**src/hw/rtl/lir_pkg.sv**
```systemverilog
// ----------------------------------------------------------------------------
// lir_pkg: shared types and constants of the linear interpolation resampler
// Holds default widths, the frame limit per source frame and the
// command/status structs between controller and datapath.
// ----------------------------------------------------------------------------
package lir_pkg;

    // Default sample and phase fraction widths
    localparam int LIR_SAMPLE_BITS = 24;
    localparam int LIR_FRAC_BITS   = 16;

    // Device frames produced per source frame at most, and counter width
    localparam int LIR_MAX_OUT = 8;
    localparam int LIR_CNT_W   = $clog2(LIR_MAX_OUT);

    // Commands from controller to datapath
    typedef struct packed {
        logic load;    // capture the incoming source frame
        logic mul;     // form difference products for this frame
        logic emit;    // output one interpolated frame and advance the phase
        logic last;    // qualifies emit: final frame of this source frame
        logic pass;    // output the new frame unchanged (unity step)
        logic keep;    // store the first frame, phase untouched
        logic drop;    // no frame due: drop one from the phase
    } t_cmd;

    // Status from datapath to controller
    typedef struct packed {
        logic step_is_one;
        logic have_prev;
        logic phase_lt_one;
        logic next_lt_one;
        logic slot_free;
    } t_stat;

endpackage

```
**src/hw/rtl/lir_ctrl.sv**
```systemverilog
// ----------------------------------------------------------------------------
// lir_ctrl: sequencing controller of the linear interpolation resampler
// Accepts one source frame, decides between passthrough, first-frame store,
// no-output and interpolation, and counts interpolated frames.
// ----------------------------------------------------------------------------
module lir_ctrl (
    input  logic           i_clk,
    input  logic           i_rst_n,
    input  logic           i_in_valid,
    output logic           o_in_ready,
    input  lir_pkg::t_stat i_stat,
    output lir_pkg::t_cmd  o_cmd
);

    localparam logic [1:0] S_IDLE   = 2'd0;
    localparam logic [1:0] S_DECIDE = 2'd1;
    localparam logic [1:0] S_EMIT   = 2'd2;

    localparam logic [lir_pkg::LIR_CNT_W-1:0] CNT_LAST =
        lir_pkg::LIR_CNT_W'(lir_pkg::LIR_MAX_OUT - 1);

    logic [1:0]                     r_state;
    logic [1:0]                     n_state;
    logic [lir_pkg::LIR_CNT_W-1:0]  r_cnt;
    logic [lir_pkg::LIR_CNT_W-1:0]  n_cnt;

    // Next state and commands
    always_comb begin
        n_state    = r_state;
        n_cnt      = r_cnt;
        o_cmd      = '0;
        o_in_ready = 1'b0;
        unique case (r_state)
            S_IDLE: begin
                o_in_ready = 1'b1;
                if (i_in_valid) begin
                    o_cmd.load = 1'b1;
                    n_state    = S_DECIDE;
                end
            end
            S_DECIDE: begin
                o_cmd.mul = 1'b1;
                n_cnt     = '0;
                priority if (i_stat.step_is_one) begin
                    if (i_stat.slot_free) begin
                        o_cmd.pass = 1'b1;
                        n_state    = S_IDLE;
                    end
                end else if (!i_stat.have_prev) begin
                    o_cmd.keep = 1'b1;
                    n_state    = S_IDLE;
                end else if (i_stat.phase_lt_one) begin
                    n_state = S_EMIT;
                end else begin
                    o_cmd.drop = 1'b1;
                    n_state    = S_IDLE;
                end
            end
            S_EMIT: begin
                if (i_stat.slot_free) begin
                    o_cmd.emit = 1'b1;
                    o_cmd.last = !i_stat.next_lt_one || (r_cnt == CNT_LAST);
                    if (o_cmd.last) begin
                        n_state = S_IDLE;
                    end else begin
                        n_cnt = r_cnt + 1'b1;
                    end
                end
            end
            default: begin
                n_state = S_IDLE;
            end
        endcase
    end

    // State and frame counter
    always_ff @(posedge i_clk) begin
        if (!i_rst_n) begin
            r_state <= S_IDLE;
            r_cnt   <= '0;
        end else begin
            r_state <= n_state;
            r_cnt   <= n_cnt;
        end
    end

`ifndef SYNTH
    a_emit_needs_slot: assert property (@(posedge i_clk) disable iff (!i_rst_n)
        o_cmd.emit |-> i_stat.slot_free)
        else $error("frame emitted while output register is occupied");

    a_frame_limit: assert property (@(posedge i_clk) disable iff (!i_rst_n)
        (o_cmd.emit && r_cnt == CNT_LAST) |-> o_cmd.last)
        else $error("frame limit reached without closing the transaction");

    a_last_returns_idle: assert property (@(posedge i_clk) disable iff (!i_rst_n)
        (o_cmd.emit && o_cmd.last) |=> (r_state == S_IDLE))
        else $error("controller did not return to idle after final frame");
`endif

endmodule

```
**config.mk**
```make
export PLATFORM = sky130hd
export DESIGN_NAME = lir_ctrl
export DESIGN_NICKNAME = d
export VERILOG_FILES = /design/src/hw/rtl/lir_pkg.sv /design/src/hw/rtl/lir_ctrl.sv
export SDC_FILE = /design/constraint.sdc
export NUM_CORES = 1
export LEC_CHECK = 0
export BUFFER_PORTS_ARGS = -buffer_cell sky130_fd_sc_hd__buf_2
export CORE_AREA = 2 2 39 41
export DETAILED_ROUTE_END_ITERATION = 10
export DIE_AREA = 0 0 41 43
export GPL_TIMING_DRIVEN = 0
export PLACE_DENSITY = 0.59
export SYNTH_ARGS = -nofsm -noshare
export SYNTH_HDL_FRONTEND = slang
export SYNTH_SLANG_ARGS = --single-unit
```
**constraint.sdc**
```tcl
create_clock -name i_clk -period 2.05 [get_ports i_clk]
set_input_delay 0.205 -clock i_clk [delete_from_list [all_inputs] [get_ports i_clk]]
set_output_delay 0.205 -clock i_clk [all_outputs]
set_load 0.02 [all_outputs]
```
# Word level (Yosys, flattened, before mapping)
# Index checks and enable logic that the tools add are counted.
word_totals:
  wordCells: 41
  reg_bits: 5
classes:
  n_reduce_logical: 6
  n_addsub: 1
  n_mux: 24
  n_eq_ne: 8
ops:
  columns: ["op", "n"]
  rows:
  - ["$mux W2", 10]
  - ["$mux W1", 9]
  - ["$mux W3", 3]
  - ["$ne A2 B2 Y1 const B", 4]
  - ["$pmux W2 S3", 1]
  - ["$pmux W3 S2", 1]
  - ["$reduce_and A4 Y1", 1]
  - ["$add A3 B1 Y3 const B", 1]
  - ["$eq A3 B3 Y1 const B", 1]
  - ["$ne A3 B3 Y1 const B", 1]
  - ["$reduce_and A3 Y1", 1]
  - ["$eq A2 B1 Y1 const B", 1]
  - ["$eq A2 B2 Y1 const B", 1]
  - ["$logic_not A2 Y1", 1]
  - ["$reduce_bool A2 Y1", 1]
  - ["$logic_not A1 Y1", 1]
  - ["$logic_or A1 B1 Y1", 1]

# Longest topological paths before layout
depth:
  ltp_word: 5
  depth_mapped: 5
  mapped_depth_nobuf: 5

# Worst setup path after synthesis
# OpenSTA, ideal clock, no wires.
synth_timing:
  path_type: "register to output"
  from: "register r_state[0]"
  to: "output o_cmd[0] (netlist name)"
  path_buffers: 0
  slack_ps: 561
  path_stages_with_launch: 3
  arrival_ps: 1284
  path_cell_list: "dfxtp_1 nand2b_4 nor4b_1"
synth_lines:
  columns: ["item", "line_no", "text"]
  rows:
  - ["start, declared", "lir_ctrl.sv:22", "logic [1:0] r_state;"]
  - ["start signal, assigned", "lir_ctrl.sv:82", "r_state <= n_state;"]
  - ["end, declared", "lir_ctrl.sv:12", "output lir_pkg::t_cmd o_cmd"]

==> impl_metrics.py <==
metrics = {
    "outcome": {
        "status": "complete, no violations",
    },
    "finish": {
        "post_route_cells_drive_above_1_share_pct": 44.64,
        "antenna-diode-count": 0,
        "fill_cells": 163,
        "area_growth_syn_to_layout_pct": 35.93,
        "layout.nets": 67,
    },
    "drt": {
        "routedWlPerCell_microns": 9.542,
        "ant_nets": 0,
        "firstDrtPassIters": 2,
        "drc": 0,
        "vias": 317,
        "routed_via_density": 4.403,
        "postRouteWirelength_microns": 687,
        "dr.first_iter.drc_count": 2,
    },
    "global_routing": {
        "grt_use_total_pct": 8.844,
        "overflow": 0,
        "first_global_vias": 245,
        "grt_max_degree": 9,
        "grt_pass1_wl_microns": 972,
        "antenna_found_initial": 0,
    },
    "setup_path": {
        "worstSetupPathType": "flop to output port",
        "crit_family": "simple AND/OR/NAND/NOR gates",
        "reg2reg_depth": 5,
        "critical_path_cell_count": 5,
        "critPathBufInv": 1,
        "crit_arrival_ns": 1.54,
        "crit_path_start_kind": "flop",
        "critPathMaxStageDelay_ns": 0.32,
        "critPathMaxFanout": 3,
        "crit_chain": "ha_1 > ha_1 > or2b_2 > nor2b_1 > buf_2",
        "crit_path_frequent_cell": "ha_1",
        "cp.required_ns": 1.85,
        "slowest_stage": "dfxtp_1",
        "crit_path_end_kind": "output port",
    },
    "timing": {
        "whs_ns": 0.2784,
        "rsz0062_at_grt": "no",
        "finalCritPeriodShare_pct": 84.99,
        "slew_violations": 0,
        "finalHoldViolCount": 0,
        "finalSetupViolations": 0,
        "period_needed_ns": 1.742,
        "max_freq_ghz": 0.5740,
        "worst_pin_slew_ns": 0.2829,
        "slew_headroom_pct": 81.12,
        "clock_skew_ns": 0.0002191,
        "fin_setup_tns_ns": 0,
    },
    "min_path": {
        "min_path_type": "input pin to flop",
        "holdPathStages": 2,
    },
    "cts": {
        "post_cts_resized": 0,
        "cts_buffers": 3,
        "clk_pin_slew_worst_paths_ns": 0.05,
        "cts_hold_buf": 0,
        "clk-insertion-delay-late_ns": 0.24,
        "cts_tree": "done",
        "clockBufferDepth": 2,
        "numClockSinks": 5,
        "htreeDepth": 1,
        "cts-root-buf": "clkbuf_4",
        "cts_setup_buffers": 0,
    },
    "yosys": {
        "yosysTopAreaCellShare_pct": 29.63,
        "synth_area_sq_um": 337.8,
        "synth_fp_nets": 47,
        "yosysSeqAreaShare_pct": 29.63,
        "ys_warn_count": 0,
        "synth_top_area_cell": "dfxtp_1",
        "synthTopCellsByArea": "dfxtp_1, mux2i_1, ha_1, or2b_2, nand3_1",
        "ys_ff_latch": 5,
        "synth.distinct_cells": 23,
        "avgSynthCellArea_sq_um": 9.130,
        "syn_inst": 37,
    },
    "floorplanning": {
        "num_io_pins": 16,
        "start_util_pct": 24.41,
        "core_area_sq_um": 1384,
        "rows": 14,
        "die_h_microns": 43,
        "die-area_sq_um": 1763,
        "die_x_microns": 41,
    },
    "place": {
        "place_congestion": 0.6960,
        "io_buffers": 15,
    },
    "power": {
        "ir_drop_v": 0.0001548,
        "p_leak_uw": 0.0002265,
        "power.density_nw_per_um2": 572.1,
    },
    "flow_run": {
        "max_cap_violations": 0,
    },
}
==> worst register-to-register path, stage by stage (launching register included) <==
cell     delay (ns)
dfxtp_1        0.32
ha_1           0.20
ha_1           0.17
or2b_2         0.32
nor2_2         0.23
mux2i_1        0.20
==> where the power goes <==
group	leakage, uW	switching (uW)	internal, uW	total (uW)
Sequential	0.0000405	3.41	99.1	102
Combinational	0.000171	23.9	17.8	41.7
Clock	0.0000150	44.7	73.9	119
==> worst paths after layout <==
path / startpoint / to / slack, ns
worst max register to register: r_cnt[0] / r_cnt[1] / 0.54
worst min register to register: r_cnt[2] / r_cnt[2] / 0.47
worst max-delay path: r_cnt[0] / o_cmd[3] / 0.31
worst min-delay path: i_rst_n / r_state[1] / 0.28
==> metrics by stage <==
stage | worst slack (ns) | total power [uW] | instances | instance area [sq um] | utilization (%)
after floorplan | 0.5614 | 127.5 | 37 | 337.8 | -
after global placement | 0.5679 | 146.0 | 68 | 432.9 | 31.28
after detailed placement | 0.5500 | 146.4 | 68 | 432.9 | 31.28
after CTS | 0.3018 | 267.8 | 72 | 459.2 | 33.18
after global routing | 0.2513 | 278.5 | 72 | 459.2 | 33.18
final | 0.3078 | 262.7 | 72 | 459.2 | 33.18
==> placed cells by master, fill, tap and decap left out, types with 2 or more instances in the layout <==
cell / instances
buf_2: 15
mux2i_1: 3
nor3_1: 2
nand3_1: 3
nand2_1: 2
clkbuf_4: 3
ha_1: 2
dfxtp_1: 5
inv_1: 2
or2b_2: 2
nand3b_1: 2
==> cells by family after synthesis <==
group                      Yosys count  share of synthesized area (%)
DFF                                  5                          29.63
adders and majority gates            2                          7.406
muxes                                3                          8.889
and+or+nand+nor                     20                          40.37
buffers and inverters                3                          4.076
AOI/OAI and AO/OA                    4                          9.629
==> flip-flops by register name (all words and copies together), names as in the netlist <==
| register | count |
|---|---|
| r_cnt | 3 |
| r_state | 2 |
==> metal layers <==
layer  GRT usage [%]  part of all wire, %
met1           11.61                   47
met2           9.688                   47
met3           1.571                  6.3
met4           12.00                    0
met5               0                    0
==> layout make-up <==
class	instances	area [sq um]	share of cell area, %
multi-input combinational	29	224.0	48.77
clock buffer	4	26.28	5.722
timing repair buffer	15	75.07	16.35
tap	16	20.02	4.360
sequential	5	100.1	21.80
inverter	3	13.76	2.997
==> synthesized netlist by cell type <==
| master | count |
|---|---|
| dfxtp_1 | 5 |
| mux2i_1 | 3 |
| nand3_1 | 3 |
| ha_1 | 2 |
| inv_1 | 2 |
| nand2_1 | 2 |
| nand3b_1 | 2 |
| nor3_1 | 2 |
| or2b_2 | 2 |
| a21oi_2 | 1 |
| and3_2 | 1 |
| and3b_1 | 1 |
| and4b_1 | 1 |
| inv_4 | 1 |
| nand2b_1 | 1 |
| nand2b_4 | 1 |
| nor2_1 | 1 |
| nor2_2 | 1 |
| nor2b_1 | 1 |
| nor4b_1 | 1 |
| o21a_1 | 1 |
| o21ai_0 | 1 |
| o221a_1 | 1 |
Power figures use the tool's default switching activity.
